## src/rtl/dplt_pkg.sv

```systemverilog
// shared constants and controller/datapath interface types for the translator
`timescale 1ns / 1ps

package dplt_pkg;

    localparam int DEF_PAGES   = 256;
    localparam int DEF_FRAMES  = 64;
    localparam int ADDR_W      = 24;
    localparam int OB_W        = 5;
    localparam int OFFSET_W    = 16;
    localparam int FRAME_OUT_W = 6;
    localparam int CNT_W       = 32;

    localparam logic [OB_W-1:0] OB_RESET = 5'd8;
    localparam logic [OB_W-1:0] OB_MAX   = 5'd16;

    typedef struct packed {
        logic load;
        logic clear_step;
        logic finish_oor;
        logic finish_hit;
        logic take_free;
        logic scan_step;
        logic evict_clear;
        logic map_finish;
    } cmd_t;

    typedef struct packed {
        logic clear_done;
        logic oor;
        logic hit;
        logic full;
        logic scan_done;
    } status_t;

endpackage

```

## src/rtl/dplt_ram.sv

```systemverilog
// generic simple dual-port ram with registered read
`timescale 1ns / 1ps

module dplt_ram #(
    parameter int WIDTH = 8,
    parameter int DEPTH = 64
) (
    input  logic                     clk,
    input  logic                     we,
    input  logic [$clog2(DEPTH)-1:0] waddr,
    input  logic [WIDTH-1:0]         wdata,
    input  logic [$clog2(DEPTH)-1:0] raddr,
    output logic [WIDTH-1:0]         rdata
);

    logic [WIDTH-1:0] mem [DEPTH];
    logic [WIDTH-1:0] rdata_reg;

    always_ff @(posedge clk)
    begin
        if (we)
        begin
            mem[waddr] <= wdata;
        end
        rdata_reg <= mem[raddr];
    end

    assign rdata = rdata_reg;

endmodule

```

## src/rtl/dplt_ctrl.sv

```systemverilog
// sequencing state machine for the translator
`timescale 1ns / 1ps

module dplt_ctrl
    import dplt_pkg::*;
(
    input  logic    clk,
    input  logic    rst_n,
    input  logic    start,
    input  status_t status,
    output cmd_t    cmd,
    output logic    busy
);

    typedef enum logic [7:0] {
        ST_CLEAR  = 8'b0000_0001,
        ST_IDLE   = 8'b0000_0010,
        ST_LOOKUP = 8'b0000_0100,
        ST_DECIDE = 8'b0000_1000,
        ST_SCAN   = 8'b0001_0000,
        ST_EV_RD  = 8'b0010_0000,
        ST_EV_WR  = 8'b0100_0000,
        ST_MAP    = 8'b1000_0000
    } state_t;

    state_t state_reg;
    state_t state_next;

    always_ff @(posedge clk or negedge rst_n)
    begin
        if (!rst_n)
        begin
            state_reg <= ST_CLEAR;
        end
        else
        begin
            state_reg <= state_next;
        end
    end

    always_comb
    begin
        state_next = state_reg;
        cmd        = '0;
        unique case (state_reg)
            ST_CLEAR:
            begin
                cmd.clear_step = 1'b1;
                if (status.clear_done)
                begin
                    state_next = ST_IDLE;
                end
            end
            ST_IDLE:
            begin
                if (start)
                begin
                    cmd.load   = 1'b1;
                    state_next = ST_LOOKUP;
                end
            end
            ST_LOOKUP:
            begin
                state_next = ST_DECIDE;
            end
            ST_DECIDE:
            begin
                priority if (status.oor)
                begin
                    cmd.finish_oor = 1'b1;
                    state_next     = ST_IDLE;
                end
                else if (status.hit)
                begin
                    cmd.finish_hit = 1'b1;
                    state_next     = ST_IDLE;
                end
                else if (!status.full)
                begin
                    cmd.take_free = 1'b1;
                    state_next    = ST_MAP;
                end
                else
                begin
                    state_next = ST_SCAN;
                end
            end
            ST_SCAN:
            begin
                cmd.scan_step = 1'b1;
                if (status.scan_done)
                begin
                    state_next = ST_EV_RD;
                end
            end
            ST_EV_RD:
            begin
                state_next = ST_EV_WR;
            end
            ST_EV_WR:
            begin
                cmd.evict_clear = 1'b1;
                state_next      = ST_MAP;
            end
            ST_MAP:
            begin
                cmd.map_finish = 1'b1;
                state_next     = ST_IDLE;
            end
            default:
            begin
                state_next = ST_CLEAR;
            end
        endcase
    end

    assign busy = (state_reg != ST_IDLE);

endmodule

```

## src/rtl/dplt_datapath.sv

```systemverilog
// page table, frame tables, counters and result registers
`timescale 1ns / 1ps

module dplt_datapath
    import dplt_pkg::*;
#(
    parameter int PAGES  = DEF_PAGES,
    parameter int FRAMES = DEF_FRAMES
) (
    input  logic                   clk,
    input  logic                   rst_n,
    input  cmd_t                   cmd,
    output status_t                status,
    input  logic [ADDR_W-1:0]      virtual_address,
    input  logic                   cfg_valid,
    input  logic [OB_W-1:0]        cfg_data,
    output logic                   done,
    output logic [FRAME_OUT_W-1:0] frame_number,
    output logic [OFFSET_W-1:0]    page_offset,
    output logic                   was_hit,
    output logic                   out_of_range,
    output logic [CNT_W-1:0]       hit_total,
    output logic [CNT_W-1:0]       miss_total
);

    localparam int PW = $clog2(PAGES);
    localparam int FW = $clog2(FRAMES);

    // configuration
    logic [OB_W-1:0] offset_bits_reg;

    always_ff @(posedge clk or negedge rst_n)
    begin
        if (!rst_n)
        begin
            offset_bits_reg <= OB_RESET;
        end
        else if (cfg_valid)
        begin
            offset_bits_reg <= cfg_data;
        end
    end

    // address split
    logic [OB_W-1:0]     ob_eff;
    logic [ADDR_W-1:0]   page_full;
    logic [ADDR_W-1:0]   offset_mask;
    logic [PW-1:0]       page_reg;
    logic                oor_reg;
    logic [OFFSET_W-1:0] offset_reg;

    always_comb
    begin
        ob_eff      = (offset_bits_reg > OB_MAX) ? OB_MAX : offset_bits_reg;
        page_full   = virtual_address >> ob_eff;
        offset_mask = ~({ADDR_W{1'b1}} << ob_eff);
    end

    always_ff @(posedge clk)
    begin
        if (cmd.load)
        begin
            page_reg   <= PW'(page_full);
            oor_reg    <= (page_full >= ADDR_W'(PAGES));
            offset_reg <= OFFSET_W'(virtual_address & offset_mask);
        end
    end

    // control counters
    logic [PW-1:0]    clr_cnt_reg;
    logic [FW:0]      next_free_reg;
    logic [FW:0]      scan_cnt_reg;
    logic [CNT_W-1:0] stamp_reg;
    logic [CNT_W-1:0] hit_cnt_reg;
    logic [CNT_W-1:0] miss_cnt_reg;
    logic [CNT_W-1:0] stamp_next;

    assign stamp_next = stamp_reg + CNT_W'(1);

    // memories
    logic [FW:0]      pt_wdata;
    logic [PW-1:0]    pt_waddr;
    logic             pt_we;
    logic [FW:0]      pt_rdata;
    logic [FW-1:0]    lu_waddr;
    logic             lu_we;
    logic [CNT_W-1:0] lu_rdata;
    logic [PW-1:0]    fp_rdata;
    logic [FW-1:0]    victim_reg;
    logic [CNT_W-1:0] best_val_reg;
    logic             better;

    always_comb
    begin
        pt_we    = cmd.clear_step | cmd.evict_clear | cmd.map_finish;
        pt_waddr = page_reg;
        pt_wdata = {1'b1, victim_reg};
        priority if (cmd.clear_step)
        begin
            pt_waddr = clr_cnt_reg;
            pt_wdata = '0;
        end
        else if (cmd.evict_clear)
        begin
            pt_waddr = fp_rdata;
            pt_wdata = '0;
        end
        else
        begin
            pt_waddr = page_reg;
            pt_wdata = {1'b1, victim_reg};
        end
    end

    dplt_ram #(
        .WIDTH (FW + 1),
        .DEPTH (PAGES)
    ) u_page_table (
        .clk   (clk),
        .we    (pt_we),
        .waddr (pt_waddr),
        .wdata (pt_wdata),
        .raddr (page_reg),
        .rdata (pt_rdata)
    );

    assign lu_we    = cmd.finish_hit | cmd.map_finish;
    assign lu_waddr = cmd.finish_hit ? pt_rdata[FW-1:0] : victim_reg;

    dplt_ram #(
        .WIDTH (CNT_W),
        .DEPTH (FRAMES)
    ) u_last_use (
        .clk   (clk),
        .we    (lu_we),
        .waddr (lu_waddr),
        .wdata (stamp_next),
        .raddr (scan_cnt_reg[FW-1:0]),
        .rdata (lu_rdata)
    );

    // owning page of each frame, for eviction
    dplt_ram #(
        .WIDTH (PW),
        .DEPTH (FRAMES)
    ) u_frame_page (
        .clk   (clk),
        .we    (cmd.map_finish),
        .waddr (victim_reg),
        .wdata (page_reg),
        .raddr (victim_reg),
        .rdata (fp_rdata)
    );

    assign better = (scan_cnt_reg == (FW+1)'(1)) || (lu_rdata < best_val_reg);

    always_ff @(posedge clk)
    begin
        if (cmd.take_free)
        begin
            victim_reg <= next_free_reg[FW-1:0];
        end
        else if (cmd.scan_step && (scan_cnt_reg != '0) && better)
        begin
            victim_reg   <= FW'(scan_cnt_reg - (FW+1)'(1));
            best_val_reg <= lu_rdata;
        end
    end

    always_ff @(posedge clk or negedge rst_n)
    begin
        if (!rst_n)
        begin
            clr_cnt_reg   <= '0;
            next_free_reg <= '0;
            scan_cnt_reg  <= '0;
            stamp_reg     <= '0;
            hit_cnt_reg   <= '0;
            miss_cnt_reg  <= '0;
        end
        else
        begin
            if (cmd.clear_step)
            begin
                clr_cnt_reg <= clr_cnt_reg + PW'(1);
            end
            if (cmd.load)
            begin
                scan_cnt_reg <= '0;
            end
            else if (cmd.scan_step)
            begin
                scan_cnt_reg <= scan_cnt_reg + (FW+1)'(1);
            end
            if (cmd.take_free)
            begin
                next_free_reg <= next_free_reg + (FW+1)'(1);
            end
            if (cmd.finish_hit)
            begin
                stamp_reg   <= stamp_next;
                hit_cnt_reg <= hit_cnt_reg + CNT_W'(1);
            end
            if (cmd.map_finish)
            begin
                stamp_reg    <= stamp_next;
                miss_cnt_reg <= miss_cnt_reg + CNT_W'(1);
            end
        end
    end

    // result
    logic                   done_reg;
    logic [FRAME_OUT_W-1:0] frame_out_reg;
    logic                   was_hit_reg;
    logic                   oor_out_reg;

    always_ff @(posedge clk or negedge rst_n)
    begin
        if (!rst_n)
        begin
            done_reg <= 1'b0;
        end
        else
        begin
            done_reg <= cmd.finish_oor | cmd.finish_hit | cmd.map_finish;
        end
    end

    always_ff @(posedge clk)
    begin
        if (cmd.finish_oor)
        begin
            frame_out_reg <= '0;
            was_hit_reg   <= 1'b0;
            oor_out_reg   <= 1'b1;
        end
        else if (cmd.finish_hit)
        begin
            frame_out_reg <= FRAME_OUT_W'(pt_rdata[FW-1:0]);
            was_hit_reg   <= 1'b1;
            oor_out_reg   <= 1'b0;
        end
        else if (cmd.map_finish)
        begin
            frame_out_reg <= FRAME_OUT_W'(victim_reg);
            was_hit_reg   <= 1'b0;
            oor_out_reg   <= 1'b0;
        end
    end

    assign status.clear_done = (clr_cnt_reg == PW'(PAGES - 1));
    assign status.oor        = oor_reg;
    assign status.hit        = pt_rdata[FW];
    assign status.full       = (next_free_reg == (FW+1)'(FRAMES));
    assign status.scan_done  = (scan_cnt_reg == (FW+1)'(FRAMES));

    assign done         = done_reg;
    assign frame_number = frame_out_reg;
    assign page_offset  = offset_reg;
    assign was_hit      = was_hit_reg;
    assign out_of_range = oor_out_reg;
    assign hit_total    = hit_cnt_reg;
    assign miss_total   = miss_cnt_reg;

endmodule

```

## src/rtl/demand_paging_lru_translator.sv

```systemverilog
// demand-paging address translator with lru frame replacement, top level
// a hit or out-of-range page finishes after the page table lookup; a miss takes the next free frame,
// or with all frames in use scans for the lru frame (one frame last-use word read per cycle) and evicts it
// one item at a time: busy stays high until the result strobe, next start taken in that cycle
// after reset busy stays high while the page table is swept to invalid
// results are shown for one cycle on done; the receiver cannot stall
`timescale 1ns / 1ps

module demand_paging_lru_translator
    import dplt_pkg::*;
#(
    parameter int PAGES  = DEF_PAGES,
    parameter int FRAMES = DEF_FRAMES
) (
    input  logic                   clk,
    input  logic                   rst_n,
    // item in
    input  logic                   start,
    output logic                   busy,
    input  logic [ADDR_W-1:0]      virtual_address,
    // offset width register
    input  logic                   cfg_valid,
    output logic                   cfg_ready,
    input  logic [OB_W-1:0]        cfg_data,
    // result out
    output logic                   done,
    output logic [FRAME_OUT_W-1:0] frame_number,
    output logic [OFFSET_W-1:0]    page_offset,
    output logic                   was_hit,
    output logic                   out_of_range,
    output logic [CNT_W-1:0]       hit_total,
    output logic [CNT_W-1:0]       miss_total
);

    cmd_t    cmd;
    status_t status;

    // register writes are always taken; the user must write only while idle, the block does not enforce it
    assign cfg_ready = 1'b1;

    // controller: clearing pass, lookup, free-frame take or lru scan, eviction, mapping
    dplt_ctrl u_ctrl (
        .clk    (clk),
        .rst_n  (rst_n),
        .start  (start),
        .status (status),
        .cmd    (cmd),
        .busy   (busy)
    );

    // datapath: page table ram, last-use and owner-page rams, fill count,
    // access stamp, hit/miss counters and result registers
    dplt_datapath #(
        .PAGES  (PAGES),
        .FRAMES (FRAMES)
    ) u_datapath (
        .clk             (clk),
        .rst_n           (rst_n),
        .cmd             (cmd),
        .status          (status),
        .virtual_address (virtual_address),
        .cfg_valid       (cfg_valid),
        .cfg_data        (cfg_data),
        .done            (done),
        .frame_number    (frame_number),
        .page_offset     (page_offset),
        .was_hit         (was_hit),
        .out_of_range    (out_of_range),
        .hit_total       (hit_total),
        .miss_total      (miss_total)
    );

endmodule

```

## config.mk

```make
export PLATFORM = sky130hd
export DESIGN_NAME = demand_paging_lru_translator
export DESIGN_NICKNAME = d
export VERILOG_FILES = /design/src/rtl/dplt_pkg.sv /design/src/rtl/dplt_ram.sv /design/src/rtl/dplt_ctrl.sv /design/src/rtl/dplt_datapath.sv /design/src/rtl/demand_paging_lru_translator.sv
export SDC_FILE = /design/constraint.sdc
export NUM_CORES = 2
export LEC_CHECK = 0
export BUFFER_PORTS_ARGS = -buffer_cell sky130_fd_sc_hd__clkbuf_2
export CAP_MARGIN = 20
export CORE_ASPECT_RATIO = 1.4
export CORE_MARGIN = 2
export CORE_UTILIZATION = 50
export CTS_CLUSTER_DIAMETER = 50
export CTS_CLUSTER_SIZE = 12
export DETAILED_ROUTE_END_ITERATION = 7
export GPL_TIMING_DRIVEN = 0
export PLACE_DENSITY = 0.72
export REMOVE_ABC_BUFFERS = 1
export SYNTH_ARGS = -nofsm -noshare
export SYNTH_HDL_FRONTEND = slang
export SYNTH_MEMORY_MAX_BITS = 65536
export SYNTH_SLANG_ARGS = --single-unit
```

## constraint.sdc

```tcl
create_clock -name clk -period 35.1 [get_ports clk]
set_input_delay 1.755 -clock clk [delete_from_list [all_inputs] [get_ports clk]]
set_output_delay 1.755 -clock clk [all_outputs]
set_load 0.02 [all_outputs]
```

# Yosys cells after proc, flatten, opt, wreduce, memory -nomap -nowiden
# Memory sizes are Yosys's and may differ from the RTL's. A register that Yosys moved wholly into a read port is not among the register bits.
# Index checks and enable logic that the tools add are counted.
classes:
  bitwise_logic: 8
  muxes: 42
  addsub: 7
  eq_ne: 16
  n_shift: 2
  magnitude_cmp: 3
  n_reduce_logical: 9
ops:
  columns: ["operator", "count"]
  rows:
  - ["adder 32 x 1 -> 32 bit, second input constant", 3]
  - ["2-to-1 mux 32 bit", 2]
  - ["2-to-1 mux 8 bit", 8]
  - ["one-hot mux 8 bit (8 select lines)", 1]
  - ["< comparator 32 bit", 1]
  - ["2-to-1 mux 6 bit", 5]
  - ["2-to-1 mux 7 bit", 4]
  - ["greater-or-equal comparator 24 x 9 -> 1 bit, second input constant", 1]
  - ["<< shifter 24 x 5 -> 16 bit, first input constant", 1]
  - ["right shift 24 x 5 -> 24 bit", 1]
  - ["2-to-1 mux 1 bit", 19]
  - ["AND 16 bit", 1]
  - ["equality test 8 bit, second input constant", 2]
  - ["inverter 16 bit", 1]
  - ["adder 7 x 1 -> 7 bit, second input constant", 2]
  - ["equality test 7 bit, second input constant", 2]
  - ["adder 8 x 1 -> 8 bit, second input constant", 1]
  - ["equality test 8 x 1 -> 1 bit, second input constant", 1]
  - ["equality test 8 x 2 -> 1 bit, second input constant", 1]
  - ["equality test 8 x 3 -> 1 bit, second input constant", 1]
  - ["equality test 8 x 4 -> 1 bit, second input constant", 1]
  - ["equality test 8 x 5 -> 1 bit, second input constant", 1]
  - ["equality test 8 x 6 -> 1 bit, second input constant", 1]
  - ["equality test 8 x 7 -> 1 bit, second input constant", 1]
  - ["16 further kinds", 25]
word_totals:
  n_memories: 3
  regBits: 203
  ramBits: 4352
  elab_cells: 107
mem_list:
  columns: ["name", "depth", "width", "rd", "rd_clocked_by_memory_dff", "write_ports", "line_no", "text"]
  rows:
  - ["u_datapath.u_last_use.mem", 64, 32, 1, 1, 1, "dplt_ram.sv:16", "logic [WIDTH-1:0] mem [DEPTH];"]
  - ["u_datapath.u_page_table.mem", 256, 7, 1, 1, 1, "dplt_ram.sv:16", null]
  - ["u_datapath.u_frame_page.mem", 64, 8, 1, 1, 1, "dplt_ram.sv:16", null]

# Longest topological paths before layout
logic_depth:
  word_depth: 8
  ltp_mapped: 12
  depth_no_buf: 8

# Cells and area by module
# From an unflattened synthesis, not the netlist that was laid out.
unflattened:
  cells_unflattened: 8725
  area_unflattened_um2: 180237.9
modules_own_cells:
  columns: ["mod", "area_per_inst_um2", "instances", "cells_per_inst", "seq_area_each_um2"]
  rows:
  - ["dplt_ram (u_datapath.u_last_use)", 78515.3, 1, 3324, 62139.6]
  - ["dplt_ram (u_datapath.u_page_table)", 70197.3, 1, 3381, 53951.7]
  - ["dplt_ram (u_datapath.u_frame_page)", 20166.8, 1, 940, 15534.9]
  - ["dplt_datapath", 10779.1, 1, 1022, 5156.2]
  - ["dplt_ctrl", 568.0, 1, 56, 201.4]
  - ["demand_paging_lru_translator", 11.3, 1, 2, 0.0]

# Worst setup path before layout
# Ideal clock, no wire load.
synth_timing:
  path_type: "register -> register"
  start: "reg u_ctrl.state_reg[6]"
  end: "mem u_datapath.u_page_table.mem[0][0] (netlist name) (data pin)"
  path_slack_ns: 22.466
  synth_period_minus_slack_ns: 12.634
  t_arrival_ns: 10.539
  path_buffers: 1
  stages_incl_launch_ff: 5
  path_cell_list: "dfrtp_1 nor4_2 and4b_1 clkbuf_1 nor3_1"
synth_via:
  elab_chain_len: 4
synth_lines:
  columns: ["item", "line_no", "text"]
  rows:
  - ["start: declaration", "dplt_ctrl.sv:26", "state_t state_reg;"]
  - ["start signal: assignment", "dplt_ctrl.sv:37", "state_reg <= state_next;"]
  - ["equality test 8 x 7 -> 1 bit", "dplt_ctrl.sv:45", "unique case (state_reg)"]
  - ["2-to-1 mux 1 bit", "dplt_ctrl.sv:45", null]
  - ["2-to-1 mux 7 bit", "dplt_datapath.sv:103", "else if (cmd.evict_clear)"]
  - ["2-to-1 mux 7 bit (*)", "dplt_datapath.sv:98", "priority if (cmd.clear_step)"]
  - ["via u_datapath.pt_wdata[0]", "dplt_datapath.sv:81", "logic [FW:0] pt_wdata;"]
  - ["end: declaration", "dplt_ram.sv:16", null]
# Mark *: on every way through the listed nets, which the timed path passes. The rest lies on a longest branch.

# Worst setup path after layout
layout_timing:
  start: "reg u_ctrl.state_reg[2]"
  end: "mem u_datapath.u_last_use.mem[30][14] (netlist name) (enable)"
layout_via:
  elab_chain_len: 5
layout_lines:
  columns: ["item", "line_no", "text"]
  rows:
  - ["equality test 8 x 4 -> 1 bit or equality test 8 bit (tied branches)", "dplt_ctrl.sv:45", null]
  - ["2-to-1 mux 3 bit or 2-to-1 mux 1 bit (tied branches)", "dplt_ctrl.sv:45", null]
  - ["OR 1 bit", "dplt_datapath.sv:127", "assign lu_we = cmd.finish_hit | cmd.map_finish;"]
  - ["2-to-1 mux 1 bit", "dplt_ram.sv:21", "if (we)"]
  - ["2-to-1 mux 1 bit (not written as such)", "dplt_ram.sv:23", "mem[waddr] <= wdata;"]
  - ["end: declaration", "dplt_ram.sv:16", null]
# Parallel ways exist; a longest one is shown, timed or not.

==> flow_metrics.py <==
metrics = {
    "detailed_routing": {
        "wl_per_cell_um": 31.0,
        "ant_nets": 0,
        "drt_first_pass_iters": 6,
        "drc": 0,
        "num_vias": 87864,
        "drt_wl_total_mm": 427,
        "via_per_inst": 6.38,
        "drt_iter0_drc": 11611,
    },
    "synthesis": {
        "yosys_warnings": 0,
        "synth_top_cell_area_share_pct": 74.6,
        "synth-seq-cells": 4602,
        "synth_edf_count": 4415,
        "yosysMostFrequentCell": "edfxtp_1",
        "synthCells": 8408,
        "muxShareOfSynthArea_pct": 15.0,
        "synthXorXnorAreaFrac_pct": 0.714,
        "yosys.area_share.simple_pct": 2.83,
        "syn_area_mm2": 0.178,
        "ys.flop_type": "edfxtp_1",
        "synth_area_leaders": "edfxtp_1 75%, mux4_2 14%, dfrtp_1 1.8%",
        "ys_seq_area_share_pct": 77.1,
        "ys_types": 80,
        "ys_async_sr_fraction_pct": 2.87,
        "synth_fa_ha_area_share_pct": 0.289,
        "synth_top_family_by_area": "multiplexers",
        "post_synth.cell_area_avg_um2": 21.1,
        "yosysTopAreaCell": "edfxtp_1",
        "yosys-top-cells-count": "4,415 x edfxtp_1, 1,080 x mux4_2, 489 x nor2_1",
        "synth_compound_area_share_pct": 2.92,
    },
    "timing": {
        "max_freq_mhz": 184,
        "maxSlewHeadroom_pct": 22.8,
        "grt_setup_unrepaired": "false",
        "finalSetupViolCount": 0,
        "worst_pin_slew_ns": 1.15,
        "skew_ns": 0.0854,
        "hold_viol_final": 0,
        "final.period_utilization_pct": 15.5,
        "slew_violations": 0,
        "post-route-min-period_ns": 5.44,
        "fin_setup_tns_ns": 0,
        "whs_ns": 0.433,
    },
    "min_path": {
        "hold_path.class": "register to register",
    },
    "cts": {
        "numCtsBuffers": 436,
        "cts.sinks": 4602,
        "clk_path_buf_depth": 4,
        "cts_root_buffer": "clkbuf_16",
        "clkLatencyLatePin_ns": 0.98,
        "holdBufCountCts": 0,
        "cts_setup_buffers": 0,
        "htreeDepth": 5,
        "ctsResizeCount": 0,
        "clk_pin_slew_ns": 0.06,
        "cts_tree": "done",
    },
    "global_route": {
        "grt_start_max_net_pins": 104,
        "grt_pass1_vias": 90521,
        "grt_first_pass_wirelength_mm": 621,
        "grt_busiest_layer": "met2",
        "track_usage_pct": 23.5,
        "grt_use_met2_pct": 40.4,
        "antenna_found_initial": 10,
        "grt_remaining_overflow": 0,
        "grtUsageMet1_pct": 29.5,
        "use_met3_pct": 3.89,
    },
    "setup_path": {
        "critical_path.cell_chain": "nor4_2, nand4_2, o21ai_0, nand2_1, nor2_4, buf_12",
        "cp_max_fo": 28,
        "crit_path_start_kind": "register",
        "crit_family": "simple AND/OR/NAND/NOR gates",
        "ff2ff_setup_slack_ns": 29.66,
        "critPathRequiredTime_ns": 35.76,
        "cpPeakStageDelay_ns": 1.13,
        "worstSetupPathType": "register to register",
        "worstPathArrival_ns": 6.10,
        "path_buf_inv": 1,
        "endpoint_kind": "register",
        "cp_slowest_cell": "o21ai_0",
    },
    "die": {
        "start_util_pct": 50.1,
        "dieWidth_um": 508,
        "core-area_mm2": 0.355,
        "rows": 259,
        "fp.dieH_um": 709,
        "io_pins": 124,
        "design.die.area_mm2": 0.360,
    },
    "pwr": {
        "p_leak_nw": 67.8,
        "powerDensity_mw_per_mm2": 60.3,
        "peakVddDrop_uv": 62.9,
    },
    "cells_and_area": {
        "finish.utilization_pct": 57.3,
        "drive_above_1_share_pct": 24.8,
        "syn2layout_area_growth_pct": 14.2,
        "largest_reg_flops": 2048,
        "top_register": "u_datapath.u_last_use.mem",
        "reg_top3": "u_datapath.u_last_use.mem: 2048 flops, u_datapath.u_page_table.mem: 1792 flops, u_datapath.u_frame_page.mem: 512 flops",
        "fin_nets": 8919,
    },
    "placement": {
        "gp_congestion": 0.849,
        "post-dp-hpwl_mm": 267,
        "io_buffers": 122,
    },
    "job": {
        "drv_cap": 0,
    },
    "status": {
        "status": "completed",
    },
}
cell families (layout without fill, tap and decap cells):
kind of cell | count (synthesis) | in the layout
other cells | 1 | 7
mux | 1300 | 1300
buf+inv | 530 | 1197
compound gates | 699 | 699
simple gates | 1090 | 1090
xor+xnor | 145 | 145
fa+ha+maj | 41 | 41
flops | 4602 | 4602
where the power goes:
group	switching, W	internal (W)	total (W)	leakage, nW
Sequential	0.0000713	0.00626	0.00634	46.1
Clock	0.00194	0.00232	0.00425	5.91
Combinational	0.00102	0.000643	0.00166	15.9
Total	0.00303	0.00922	0.0123	67.8
layout by cell type, fill, tap and decap left out, types with 19 or more instances in the layout:
cell type,count
o21ai_0,38
a22o_1,59
ha_1,40
a21oi_1,36
a41oi_1,19
buf_12,102
nor3_1,31
mux2i_1,182
nand4_1,68
edfxtp_1,4415
a22oi_1,238
mux4_2,1080
o22ai_1,36
mux2_2,38
nand3_1,77
buf_8,46
xnor2_1,74
dfxtp_1,55
inv_1,52
clkbuf_1,183
a211oi_1,23
xor2_1,41
clkbuf_16,441
nor2_4,70
nor4_1,20
buf_6,44
o211ai_1,25
a21o_1,19
buf_16,150
clkbuf_2,122
dfrtp_1,124
and3_1,20
nor2_1,418
a31oi_1,66
nor2b_1,23
nand2_1,234
a221oi_1,61
metrics by stage:
step,power [W],area (um2),cells,setup WS [ns]
final,0.0123,203000,13779,29.66
after detailed placement,0.00811,191000,13098,29.67
after floorplan,0.00789,176000,7932,11.87
after CTS,0.0123,203000,13766,29.62
after global routing,0.0126,203000,13774,29.41
after global placement,0.00871,182000,12752,1.77
cell type report:
class | count | area (um2)
inverters | 54 | 205
fillers | 24519 | 151000
clock inverters | 39 | 489
clock buffers | 629 | 11800
well taps | 4698 | 5880
diodes | 6 | 15.0
flip-flops and latches | 4602 | 137000
repair buffers | 475 | 8060
multi-input cells | 3276 | 39600
worst paths after layout:
kind / start / endpoint / depth (start not counted)
min reg2reg: u_datapath.u_last_use.rdata[24]$_DFF_P_ / u_datapath.best_val_reg[24]$_DFFE_PP_ / 0
max: u_ctrl.state_reg[2]$_DFFE_PN0P_ / u_datapath.u_last_use.mem[30][14]$_DFFE_PP_ / 6
min in group asynchronous: rst_n / u_datapath.offset_bits_reg[2]$_DFFE_PN0P_ / 1
max in group asynchronous: rst_n / u_datapath.stamp_reg[2]$_DFFE_PN0P_ / 2
max reg2reg: u_ctrl.state_reg[2]$_DFFE_PN0P_ / u_datapath.u_last_use.mem[30][14]$_DFFE_PP_ / 6
min: u_datapath.u_last_use.rdata[24]$_DFF_P_ / u_datapath.best_val_reg[24]$_DFFE_PP_ / 0
metal layers:
metal	routed length, um	vias to the layer above
li1	-	35823
met1	150000	46323
met2	220000	4746
met3	35400	970
met4	21400	2
met5	9	-
worst reg2reg max path: cells and delay by family (launching register included):
kind                   cells  cell delay [ns]
AND/OR/NAND/NOR            4             3.24
flip-flops                 1             0.45
buffers and inverters      1             0.31
AO/OA/AOI/OAI              1             1.13
Note: power is estimated with default switching activity, not from simulation.
